===== src/rtl/kpi_pkg.sv =====
package kpi_pkg;

    localparam int TIME_W   = 18;
    localparam int CH_W     = 8;
    localparam int NUM_CH   = 3;
    localparam int COLOR_W  = NUM_CH * CH_W;
    localparam int CFG_W    = 6;
    localparam int KIDX_W   = 5;
    localparam int SLOT_W   = 3;
    localparam int FRAC_SH  = 16;
    localparam int DVD_W    = TIME_W + FRAC_SH;
    localparam int FRAC_W   = DVD_W + 2;
    localparam int DIFF_W   = CH_W + 1;
    localparam int PROD_W   = FRAC_W + DIFF_W;
    localparam int SHP_W    = PROD_W - FRAC_SH;
    localparam int SUM_W    = SHP_W + 1;
    localparam int DCNT_W   = $clog2(DVD_W + 1);

    localparam logic [CFG_W-1:0] KEYS_RST = 6'd26;

    localparam logic OP_QUERY = 1'b0;
    localparam logic OP_LOAD  = 1'b1;

    typedef enum logic [3:0] {
        S_IDLE,
        S_SRCH,
        S_NEIGH,
        S_SPAN,
        S_DIV,
        S_RD_LO,
        S_RD_HI,
        S_MUL,
        S_EMIT
    } state_t;

    typedef struct packed {
        logic             start;
        logic [DVD_W-1:0] dividend;
        logic [TIME_W-1:0] divisor;
    } div_req_t;

    typedef struct packed {
        logic              done;
        logic [DVD_W-1:0]  quo;
        logic [TIME_W-1:0] rem;
    } div_rsp_t;

endpackage


===== src/rtl/kpi_div.sv =====
module kpi_div
(
    input  logic              clk,
    input  logic              rst_n,
    input  kpi_pkg::div_req_t req,
    output kpi_pkg::div_rsp_t rsp
);
    import kpi_pkg::*;

    logic                busy_reg;
    logic                done_reg;
    logic [DCNT_W-1:0]   cnt_reg;
    logic [DVD_W-1:0]    quo_reg;
    logic [TIME_W-1:0]   rem_reg;
    logic [TIME_W-1:0]   div_reg;
    logic [TIME_W:0]     trial;
    logic                fits;

    assign trial = {rem_reg, quo_reg[DVD_W-1]};
    assign fits  = trial >= {1'b0, div_reg};

    always_ff @(posedge clk or negedge rst_n)
    begin
        if (!rst_n)
        begin
            busy_reg <= 1'b0;
            done_reg <= 1'b0;
            cnt_reg  <= '0;
        end
        else
        begin
            done_reg <= 1'b0;
            if (req.start)
            begin
                busy_reg <= 1'b1;
                cnt_reg  <= DCNT_W'(DVD_W);
            end
            else if (busy_reg)
            begin
                cnt_reg <= cnt_reg - 1'b1;
                if (cnt_reg == DCNT_W'(1))
                begin
                    busy_reg <= 1'b0;
                    done_reg <= 1'b1;
                end
            end
        end
    end

    always_ff @(posedge clk)
    begin
        if (req.start)
        begin
            quo_reg <= req.dividend;
            rem_reg <= '0;
            div_reg <= req.divisor;
        end
        else if (busy_reg)
        begin
            quo_reg <= {quo_reg[DVD_W-2:0], fits};
            if (fits)
                rem_reg <= TIME_W'(trial - {1'b0, div_reg});
            else
                rem_reg <= trial[TIME_W-1:0];
        end
    end

    assign rsp.done = done_reg;
    assign rsp.quo  = quo_reg;
    assign rsp.rem  = rem_reg;

endmodule

===== config.mk =====
export PLATFORM = sky130hd
export DESIGN_NAME = kpi_div
export DESIGN_NICKNAME = d
export VERILOG_FILES = /design/src/rtl/kpi_pkg.sv /design/src/rtl/kpi_div.sv
export SDC_FILE = /design/constraint.sdc
export NUM_CORES = 1
export LEC_CHECK = 0
export ABC_AREA = 1
export BUFFER_PORTS_ARGS = -buffer_cell sky130_fd_sc_hd__buf_2
export CAP_MARGIN = 40
export CORE_AREA = 10 10 101 103
export DETAILED_ROUTE_END_ITERATION = 10
export DIE_AREA = 0 0 111 113
export PLACE_DENSITY_LB_ADDON = 0.1
export SYNTH_ARGS = -nofsm -noshare
export SYNTH_HDL_FRONTEND = slang
export SYNTH_SLANG_ARGS = --single-unit
export TNS_END_PERCENT = 100

===== constraint.sdc =====
create_clock -name clk -period 6 [get_ports clk]
set_input_delay 0 -clock clk [delete_from_list [all_inputs] [get_ports clk]]
set_output_delay 0 -clock clk [all_outputs]
set_load 0.02 [all_outputs]

==> key figures, run 1 <==
Outcome
  – Status: complete, no violations

Worst setup path
  – Critical path class: flip-flop to flip-flop
  – Startpoint Class: flip-flop
  – Slowest stage cell, crit path: edfxtp_1
  – Reg2Reg Depth: 11
  – Buf+Inv Stages, Crit Path: 1
  – Critical Path AT: approximately 2.5 ns
  – CP Capture Type: flip-flop
  – CP peak stage delay: 0.38 ns
  – Cell family with most CP delay: simple AND/OR/NAND/NOR gates
  – Worst reg-to-reg setup slack: 3.82 ns
  – Total stage count of the critical path: 11
  – CP required: around 6.3 ns
  – Crit path max fanout: 21
  – Crit path cell chain: inv_1 -> ha_1 -> a21oi_1 -> nand2_1 -> a21oi_1 -> nand2_2 -> nand2_4 -> nand2_4 -> nand2_1 -> nand3_1 -> o21ai_0

Power
  – Power Density: 392.0 nW/um^2
  – Worst vdd ir: ~0.15 mV
  – Leak pwr: 2.988 nW

Route
  – DR vias/cell: 5.011
  – Drt first pass iters: 5
  – Iter 0 DRT Violations: roughly 170
  – Remaining antenna violation count: 0
  – Via count: about 4k
  – Residual DRC: 0
  – Wirelength per Cell: 14.76 um
  – WL final: 12020 um

Flow run
  – Max Cap Viol: 0

Timing
  – Final Critical Period: around 2.2 ns
  – Setup violations, final: 0
  – Worst Slack Setup Final: 3.817 ns
  – RSZ-0062 raised after global routing: false
  – Final hold viol count: 0
  – Peak Freq: 458.0 MHz
  – Rel. slew slack: 0.5797
  – Final Max Slew Viols: 0
  – Final worst path period share: 0.3639
  – Final setup TNS: 0 ns
  – Worst slew pin tran: 0.6298 ns
  – Final setup skew: ~0.0092 ns

Global routing
  – First-pass GRT wire length: ~20000 um
  – Top Usage Layer GRT: met2
  – Met1 Use GR: 0.2089
  – Largest net degree at the start of global routing: 39
  – Via count of the first global-routing pass: 4263
  – Met3 Use GR: 0.06815
  – Initial antenna violation count: 0
  – Tot GR Track Use: 0.1925
  – Total gr overflow: 0
  – Grt met2 use: 0.3361

Die
  – Num ports: 108
  – Core area: 8134 um^2
  – Die width: 111 um
  – Die Y: ~110 um
  – Initial core utilization: 0.5356
  – Die Area: 12540 um^2
  – Site Rows: 33

CTS
  – CTS sink cnt: 78
  – Clk pin slew, worst setup/hold paths: 0.09 ns
  – Clk Latency, worst-skew pair: 0.36 ns
  – CTS buffer count: 9
  – CTS tree: yes
  – Worst-case clock buffer depth: 2
  – Clk root buf: clkbuf_8
  – H-tree depth: 3

Synthesis
  – Synthesis Warnings: 0
  – Main combinational cell family by area after synthesis: simple AND/OR/NAND/NOR gates
  – Synth Area in Compound Gates: 0.04652
  – Adder-cell share of the synthesized area: 0.06203
  – Yosys reg bits: 78
  – Synth Area in Simple Gates: 0.3107
  – Netlist cell types: 32
  – XOR/XNOR share of the synthesized area: 0.01608
  – Syn nets: 620
  – Post-synthesis sequential area ratio: 0.4871
  – Mapped Area: 4357 um^2
  – Post-Syn Instances: 544
  – Mux cell area share after synthesis: 0
  – Avg Cell Area, Syn: roughly 8.0 um^2

Cells and area
  – Share of cells above drive strength 1: 0.2017
  – Max reg flops: 34
  – P&R area growth vs syn: 31.50%
  – Ant diodes: 0
  – Final instance area: 5729 um^2
  – Final net count: 780

Place
  – Area after DPL: around 5000 um^2
  – Routability cong.: 0.8796
  – DP Worst Slack: 3.830 ns
  – IO Port Bufs: about 110
  – Detailed Place HPWL: 8070 um

Min path
  – Min-Delay Path Class: primary input to async pin
final cells by class:
cell class | instances | area [um^2]
multi-input cells | 384 | 1897
well taps | 105 | 131.4
flip-flops and latches | 78 | 2122
repair buffers | 165 | 1134
fillers | 651 | 2405
inverters | 66 | 247.7
clock buffers | 10 | 127.6
clock inverters | 6 | 70.07
Yosys cell counts, drive strengths merged:
cell	number	area, um^2
a21oi	17	85.08
a22oi	1	7.510
a31oi	1	6.260
buf	7	56.29
clkbuf	9	33.78
clkinv	2	7.510
dfrtp	8	200.2
dfxtp	18	360.4
edfxtp	52	1562
fa	1	20.02
ha	20	250.2
inv	64	240.2
nand2	229	889.6
nand3	40	220.2
nand3b	14	105.1
nand4	1	6.260
nor2	27	101.4
nor3	5	25.02
nor4	1	6.260
o21ai	17	88.83
o21bai	2	15.01
xnor2	7	61.31
xor2	1	8.760
cells in the final DEF (no fill, tap or decap), drive strengths merged, types with 7 or more instances in the layout:
cell type	netlist	routed
nand2	229	229
nand3	40	40
xnor2	7	7
inv	64	66
nor2	27	27
edfxtp	52	52
clkbuf	9	10
dfrtp	8	8
a21oi	17	17
o21ai	17	17
dfxtp	18	18
nand3b	14	14
ha	20	20
buf	7	113
dlygate4sd3	0	52
cell families (layout without fill, tap and decap cells):
group,count (synthesis),count (layout)
AND/OR/NAND/NOR,317,317
buffers and inverters,82,247
AO/OA/AOI/OAI,38,38
adder cells (fa/ha/maj),21,21
XOR/XNOR,8,8
flip-flops,78,78
where the power goes:
group          switching [mW]  internal (mW)  total (mW)
sequential             0.0748          0.677       0.752
clock                   0.214          0.195       0.409
combinational           0.673          0.413        1.09
stage by stage:
stage                     hold WS, ns    util  power [mW]  instances
after detailed placement      -0.1422  0.6161       1.817        746
after global routing          0.02895  0.7044       2.427        814
after floorplan               -0.2956       -       1.559        544
final                         0.01061  0.7044       2.246        814
after global placement        -0.1453  0.6102       1.797        744
after CTS                    0.003167  0.7044       2.253        814
path summary, 6_finish.rpt:
check                                    startpoint                       end
max reg2reg                   div_reg[10]$_DFFE_PP_   rem_reg[6]$_SDFFE_PP0P_
min in group clk                            req[18]      quo_reg[0]$_DFFE_PP_
min reg2reg                rem_reg[10]$_SDFFE_PP0P_  rem_reg[10]$_SDFFE_PP0P_
max                           div_reg[10]$_DFFE_PP_   rem_reg[6]$_SDFFE_PP0P_
min                                           rst_n    cnt_reg[2]$_DFFE_PN0P_
max in group asynchronous                     rst_n    cnt_reg[1]$_DFFE_PN0P_
metal layers:
metal  share of wire  vias up
li1                -     2062
met1            0.40     1856
met2            0.49      141
met3           0.088       20
met4           0.023        0
met5               0        -
what timing repair did:
action | CTS | global route
resized for setup | 0 | 0
hold endpoints to repair | 59 | 0
buffers inserted | 0 | 0
hold buffers | 52 | 0
(Power assumes the default switching activity.)
==> run 2, diff against run 1 <==
CORE_AREA = 10 10 106 108   (was 10 10 101 103)
DIE_AREA = 0 0 116 118   (was 0 0 111 113)
clock period = 1.8 ns   (was 6 ns; I/O delays follow)
==> run 2 against run 1 <==
  * The flow now finishes with violations (setup timing)
  * Final cell count grew 9.7%
  * Sequential share of layout area is 5.6 points lower
  * Combinational power grew to 5.2 times the previous value
  * Final area rose by 19%
  * Critical endpoint is now rem_reg[14]$_SDFFE_PP0P_
  * Largest cell class is now multi-input gates
  * Highest routed layer unchanged
==> key figures, run 2 (synthesized netlist as in run 1, its figures left out) <==
Flow run
  – Max Cap Viol: 0 (unchanged)

Global routing
  – Tot GR Track Use: 0.1965 (was 0.1925)
  – Via count of the first global-routing pass: 4634 (was 4263)
  – Largest net degree at the start of global routing: 34 (was 39)
  – First-pass GRT wire length: 21890 um (was 20210 um)
  – Total gr overflow: 0 (unchanged)
  – Initial antenna violation count: 0 (unchanged)

CTS
  – Worst-case clock buffer depth: 2 (unchanged)
  – CTS sink cnt: 78 (unchanged)
  – Clk Latency, worst-skew pair: 0.35 ns (was 0.36 ns)
  – Clk pin slew, worst setup/hold paths: 0.09 ns (about the same)
  – Clk root buf: clkbuf_8 (unchanged)
  – H-tree depth: 3 (unchanged)
  – CTS buffer count: 9 (unchanged)
  – CTS tree: yes (unchanged)

Route
  – DR vias/cell: 4.969 (was 5.011)
  – Via count: 4437 (was 4079)
  – Iter 0 DRT Violations: 138 (was 174)
  – Residual DRC: 0 (unchanged)
  – Drt first pass iters: 5 (unchanged)
  – Wirelength per Cell: 15.17 um (was 14.76 um)
  – Remaining antenna violation count: 0 (unchanged)
  – WL final: 13550 um (was 12020 um)

Timing
  – Final worst path period share: 1.068 (was 0.3639)
  – Final Critical Period: 1.922 ns (was 2.183 ns)
  – Fin Hold WS: 0.002808 ns (was 0.01061 ns)
  – Worst Slack Setup Final: -0.1217 ns (was 3.817 ns)
  – Final Max Slew Viols: 0 (unchanged)
  – Worst slew pin tran: 0.4480 ns (was 0.6298 ns)
  – Final hold viol count: 0 (unchanged)
  – RSZ-0062 raised after global routing: true (was false)
  – Setup violations, final: 18 (was 0)
  – Rel. slew slack: 0.6986 (was 0.5797)
  – Peak Freq: 520.4 MHz (was 458.0 MHz)
  – Final setup skew: 0.01055 ns (was 0.009168 ns)

Place
  – DP Worst Slack: -0.2322 ns (was 3.830 ns)
  – Area after DPL: 5440 um^2 (was 5011 um^2)
  – IO Port Bufs: 107 (unchanged)
  – Detailed Place HPWL: 8873 um (was 8070 um)
  – Routability cong.: 0.8812 (was 0.8796)

Cells and area
  – Final core occ: 0.7457 (was 0.7044)
  – Commonest cells after routing, fill and taps aside: 204 x nand2_1, 107 x buf_2, 68 x buf_4 (was 221 x nand2_1, 107 x buf_2, 62 x inv_1)
  – Share of cells above drive strength 1: 0.3849 (was 0.2017)
  – P&R area growth vs syn: 55.92% (was 31.50%)
  – Commonest non-fill, non-tap cell in the layout: nand2_1 (unchanged)
  – Final net count: 853 (was 780)
  – Max reg flops: 34 (unchanged)
  – Ant diodes: 0 (unchanged)
  – Final instance area: 6793 um^2 (was 5729 um^2)

Outcome
  – Failing checks: setup timing
  – Status: finished, violations left (was complete, no violations)

Power
  – PnR Total Power: 9.632 mW (was 2.246 mW)
  – Worst vdd ir: 0.6287 mV (was 0.1466 mV)
  – Power Density: 1418 nW/um^2 (was 392.0 nW/um^2)
  – Leak pwr: 3.382 nW (was 2.988 nW)

Worst setup path
  – Critical Path AT: 2.22 ns (was 2.47 ns)
  – Reg2Reg Depth: 15 (was 11)
  – Crit path cell chain: inv_2 -> ha_4 -> inv_2 -> fa_2 -> inv_2 -> nor2_4 -> nor2_4 -> o21bai_4 -> nand2_2 -> nand2_1 -> nand2_1 -> nand2_1 -> nand2_1 -> nand3_1 -> nand2_1 (was inv_1 -> ha_1 -> a21oi_1 -> nand2_1 -> a21oi_1 -> nand2_2 -> nand2_4 -> nand2_4 -> nand2_1 -> nand3_1 -> o21ai_0)
  – CP peak stage delay: 0.42 ns (was 0.38 ns)
  – Slowest stage cell, crit path: edfxtp_1 (unchanged)
  – Crit-path most repeated cell: nand2_1
  – Startpoint Class: flip-flop (unchanged)
  – Critical path class: flip-flop to flip-flop (unchanged)
  – Cell family with most CP delay: simple AND/OR/NAND/NOR gates (unchanged)
  – CP required: 2.10 ns (was 6.28 ns)
  – Buf+Inv Stages, Crit Path: 3 (was 1)
  – Total stage count of the critical path: 15 (was 11)
  – CP Capture Type: flip-flop (unchanged)
  – Crit path max fanout: 3 (was 21)

Die
  – Site Rows: 35 (was 33)
  – Die width: 116 um (was 111 um)
  – Die Y: 118 um (was 113 um)
  – Initial core utilization: 0.4783 (was 0.5356)
  – Core area: 9109 um^2 (was 8134 um^2)
  – Num ports: 108 (unchanged)
  – Die Area: 13690 um^2 (was 12540 um^2)

Min path
  – Min-Delay Path Class: primary input to async pin (unchanged)
## run 2: layer usage
metal,share of wire,track usage,vias up
met2,0.52,0.3457,150
met4,0.026,0.07199,0
li1,-,-,2215
met3,0.071,0.05810,31
met1,0.38,0.2149,2041
met5,0,0,-
## run 2: per-stage QoR
step / cells / TNS [ns]
6_report: 893 / -1.265
5_1_grt: 893 / -3.345
4_1_cts: 889 / -1.066
3_5_place_dp: 807 / -2.694
3_3_place_gp: 807 / -2.320
2_1_floorplan: 544 / -0.7292
## run 2: power by group
part / total, mW / internal, mW / switching, mW
clock network: 1.39 / 0.652 / 0.735
logic: 5.69 / 2.66 / 3.03
registers: 2.55 / 2.28 / 0.271
## run 2: layout make-up
cell class	instances	area, um^2
tap	111	138.9
sequential	78	2135
multi-input combinational	385	2370
inverter	66	251.5
timing repair buffer	237	1700
clock inverter	6	70.07
fill	659	2316
clock buffer	10	127.6
## run 2: timing repair
action                                  in CTS  in global routing
resized for setup                           75                 37
hold buffers                                52                  0
pin swaps                                   23                 20
endpoints found under the hold margin       59                  0
endpoints found under the setup margin      19                 19
gates cloned                                 2                  0
buffers inserted                            12                  4
## run 2: path summary, 6_finish.rpt
kind,start,endpoint,slack (ns)
max,quo_reg[33]$_DFFE_PP_,rem_reg[14]$_SDFFE_PP0P_,-0.12
max in group asynchronous,rst_n,cnt_reg[0]$_DFFE_PN0P_,1.62
min,rst_n,cnt_reg[3]$_DFFE_PN0P_,0.003
max reg2reg,quo_reg[33]$_DFFE_PP_,rem_reg[14]$_SDFFE_PP0P_,-0.12
min reg2reg,cnt_reg[4]$_DFFE_PN0P_,cnt_reg[4]$_DFFE_PN0P_,0.50
min in group clk,req[18],quo_reg[0]$_DFFE_PP_,0.05
==> run 3, diff against run 2 <==
==> constraint.sdc (replaced) <==
create_clock -name clk -period 1.8 [get_ports clk]
set_input_delay 0.36 -clock clk [delete_from_list [all_inputs] [get_ports clk]]
set_output_delay 0.36 -clock clk [all_outputs]
set_load 0.02 [all_outputs]
==> run 3 against run 2 <==
  * The flow still finishes with violations (setup timing)
  * Total power rose by 1.1%
  * Clock-buffer cell count unchanged
  * Hold slack gained 0.15 ns
  * Final area shrank 5.9%
  * Sequential share of layout area increased by 1.9 points
  * Largest power group unchanged
  * Fmax down 0.19%
  * Final cell count shrank 4.9%
  * Critical path type unchanged
  * Critical endpoint is now rem_reg[7]$_SDFFE_PP0P_
==> key figures, run 3 (synthesized netlist as in run 1, its figures left out) <==
Worst setup path
  – Startpoint Class: flip-flop (unchanged)
  – CP Capture Type: flip-flop (unchanged)
  – CP required: 2.05 ns (was 2.10 ns)
  – Slowest stage cell, crit path: edfxtp_1 (unchanged)
  – Worst reg-to-reg setup slack: -0.13 ns (was -0.12 ns)
  – R2r startpoint: div_reg[7]$_DFFE_PP_ (was quo_reg[33]$_DFFE_PP_)
  – Critical path class: flip-flop to flip-flop (unchanged)
  – Critical Path AT: 2.17 ns (was 2.22 ns)
  – Reg2Reg Capture Point: rem_reg[7]$_SDFFE_PP0P_ (was rem_reg[14]$_SDFFE_PP0P_)
  – Crit path max fanout: 5 (was 3)
  – CP peak stage delay: 0.34 ns (was 0.42 ns)
  – Reg2Reg Depth: 14 (was 15)
  – Crit path cell chain: inv_1 -> ha_4 -> nand2_1 -> inv_1 -> nand2_2 -> nor3_2 -> nand2_2 -> nand2_4 -> nand2_8 -> buf_4 -> nand2_8 -> nand2_1 -> nand3_1 -> o21ai_1 (was inv_2 -> ha_4 -> inv_2 -> fa_2 -> inv_2 -> nor2_4 -> nor2_4 -> o21bai_4 -> nand2_2 -> nand2_1 -> nand2_1 -> nand2_1 -> nand2_1 -> nand3_1 -> nand2_1)

CTS
  – Clk Latency, worst-skew pair: 0.37 ns (was 0.35 ns)
  – CTS tree: yes (unchanged)
  – Clk root buf: clkbuf_8 (unchanged)
  – Worst-case clock buffer depth: 2 (unchanged)
  – Clk pin slew, worst setup/hold paths: 0.10 ns (was 0.09 ns)
  – CTS buffer count: 9 (unchanged)
  – CTS sink cnt: 78 (unchanged)
  – H-tree depth: 3 (unchanged)

Power
  – Power Density: 1523 nW/um^2 (was 1418 nW/um^2)
  – Worst vdd ir: 0.5655 mV (was 0.6287 mV)
  – Leak pwr: 3.234 nW (was 3.382 nW)

Route
  – Residual DRC: 0 (unchanged)
  – Remaining antenna violation count: 0 (unchanged)
  – Iter 0 DRT Violations: 179 (was 138)
  – Wirelength per Cell: 14.86 um (was 15.17 um)
  – WL final: 12620 um (was 13550 um)
  – Drt first pass iters: 5 (unchanged)
  – DR vias/cell: 4.972 (was 4.969)
  – Via count: 4221 (was 4437)

Cells and area
  – Commonest non-fill, non-tap cell in the layout: nand2_1 (unchanged)
  – Share of cells above drive strength 1: 0.4119 (was 0.3849)
  – Area of the multi-input gates: 2351 um^2 (was 2370 um^2)
  – Final core occ: 0.7021 (was 0.7457)
  – Max reg flops: 34 (unchanged)
  – Filler cell count: 726 (was 659)
  – Non-Filler Instances: 849 (was 893)
  – P&R area growth vs syn: 46.78% (was 55.92%)
  – Final net count: 809 (was 853)
  – Ant diodes: 0 (unchanged)
  – Seq. cell area: 2131 um^2 (was 2135 um^2)
  – Commonest cells after routing, fill and taps aside: 202 x nand2_1, 107 x buf_2, 71 x buf_4 (was 204 x nand2_1, 107 x buf_2, 68 x buf_4)
  – Final instance area: 6395 um^2 (was 6793 um^2)

Global routing
  – First-pass GRT wire length: 20120 um (was 21890 um)
  – Total gr overflow: 0 (unchanged)
  – Initial antenna violation count: 1 (was 0)
  – Largest net degree at the start of global routing: 35 (was 34)
  – Tot GR Track Use: 0.1826 (was 0.1965)
  – Via count of the first global-routing pass: 4368 (was 4634)

Die
  – Core area: 9109 um^2 (unchanged)
  – Die Area: 13690 um^2 (unchanged)
  – Die Y: 118 um (unchanged)
  – Die width: 116 um (unchanged)
  – Initial core utilization: 0.4783 (unchanged)
  – Num ports: 108 (unchanged)
  – Site Rows: 35 (unchanged)

Timing
  – Peak Freq: 519.4 MHz (was 520.4 MHz)
  – Final setup skew: 0.01833 ns (was 0.01055 ns)
  – Rel. slew slack: 0.7029 (was 0.6986)
  – RSZ-0062 raised after global routing: true (unchanged)
  – Worst Slack Setup Final: -0.1254 ns (was -0.1217 ns)
  – Final Critical Period: 1.925 ns (was 1.922 ns)
  – Final setup TNS: -1.911 ns (was -1.265 ns)
  – Final worst path period share: 1.070 (was 1.068)
  – Setup violations, final: 19 (was 18)
  – Final Max Slew Viols: 0 (unchanged)
  – Final hold viol count: 0 (unchanged)
  – Worst slew pin tran: 0.4416 ns (was 0.4480 ns)

Place
  – Cells after DPL: 810 (was 807)
  – Area after DPL: 5497 um^2 (was 5440 um^2)
  – DP Worst Slack: -0.2244 ns (was -0.2322 ns)
  – Detailed Place HPWL: 8800 um (was 8873 um)
  – Routability cong.: 0.8917 (was 0.8812)
  – IO Port Bufs: 107 (unchanged)

Min path
  – Min-Delay Path Class: primary input to flip-flop (was primary input to async pin)
  – Worst Hold Launch: req[4]
  – Worst Hold Path EP: div_reg[4]$_DFFE_PP_
  – Hold Crit Depth: 1

Outcome
  – Status: finished, violations left (unchanged)
  – Failing checks: setup timing (unchanged)

Flow run
  – Max Cap Viol: 0 (unchanged)
run 3: cell types whose count changed in the layout (fill, tap and decap cells not counted), sizes merged:
| cell | before | now |
|---|---|---|
| buf | 185 | 191 |
| nand2 | 230 | 231 |
| inv | 66 | 67 |
| clkinv | 2 | 1 |
| dlygate4sd3 | 52 | 1 |
run 3: area by class of cell:
type                       instances  area share
multi-input combinational        386      0.3676
sequential                        78      0.3332
timing repair buffer             192      0.2076
inverter                          66     0.03894
tap                              111     0.02172
clock buffer                      10     0.01996
clock inverter                     6     0.01096
run 3: critical path, delay by kind of cell (launching register included):
family                   cells  cell delay [ns]
AO/OA/AOI/OAI                1             0.07
adder cells (fa/ha/maj)      1             0.27
buffers and inverters        3             0.34
flip-flops                   1             0.34
AND/OR/NAND/NOR              9             0.77
run 3: how the worst max path moves through the flow:
| stage | end | startpoint | cells after the start | slack (ns) |
|---|---|---|---|---|
| after floorplan | rem_reg[14]$_SDFFE_PP0P_ | quo_reg[33]$_DFFE_PP_ | 14 | -0.15 |
| after global placement | rem_reg[2]$_SDFFE_PP0P_ | div_reg[10]$_DFFE_PP_ | 13 | -0.18 |
| after detailed placement | rem_reg[7]$_SDFFE_PP0P_ | div_reg[10]$_DFFE_PP_ | 11 | -0.22 |
| after CTS | rem_reg[12]$_SDFFE_PP0P_ | quo_reg[33]$_DFFE_PP_ | 14 | -0.12 |
| after global routing | rem_reg[2]$_SDFFE_PP0P_ | div_reg[7]$_DFFE_PP_ | 14 | -0.26 |
| final | rem_reg[7]$_SDFFE_PP0P_ | div_reg[7]$_DFFE_PP_ | 14 | -0.13 |
run 3: metrics by stage:
step | total power, mW | hold WS, ns
CTS | 9.345 | 0.1496
finish | 9.737 | 0.1550
global route | 10.44 | 0.1432
detailed placement | 6.966 | 0.2152
floorplan | 5.227 | 0.06441
global placement | 6.928 | 0.2125
run 3: per-layer routing:
metal	global-route usage	part of all wire
met1	0.2001	0.41
met2	0.3160	0.50
met3	0.05505	0.067
met4	0.07590	0.021
met5	0	0.0010
run 3: repair_timing:
action,CTS,global route
hold endpoints to repair,8,0
endpoints found under the setup margin,19,19
hold buffers,1,0
pin swaps,21,20
gates cloned,3,1
setup buffers,12,6
gates resized for setup,75,24
run 3: where the power goes:
group	switching [mW]	internal (mW)
Clock	0.715	0.651
Sequential	0.261	2.27
Combinational	3.04	2.80
Total	4.02	5.72
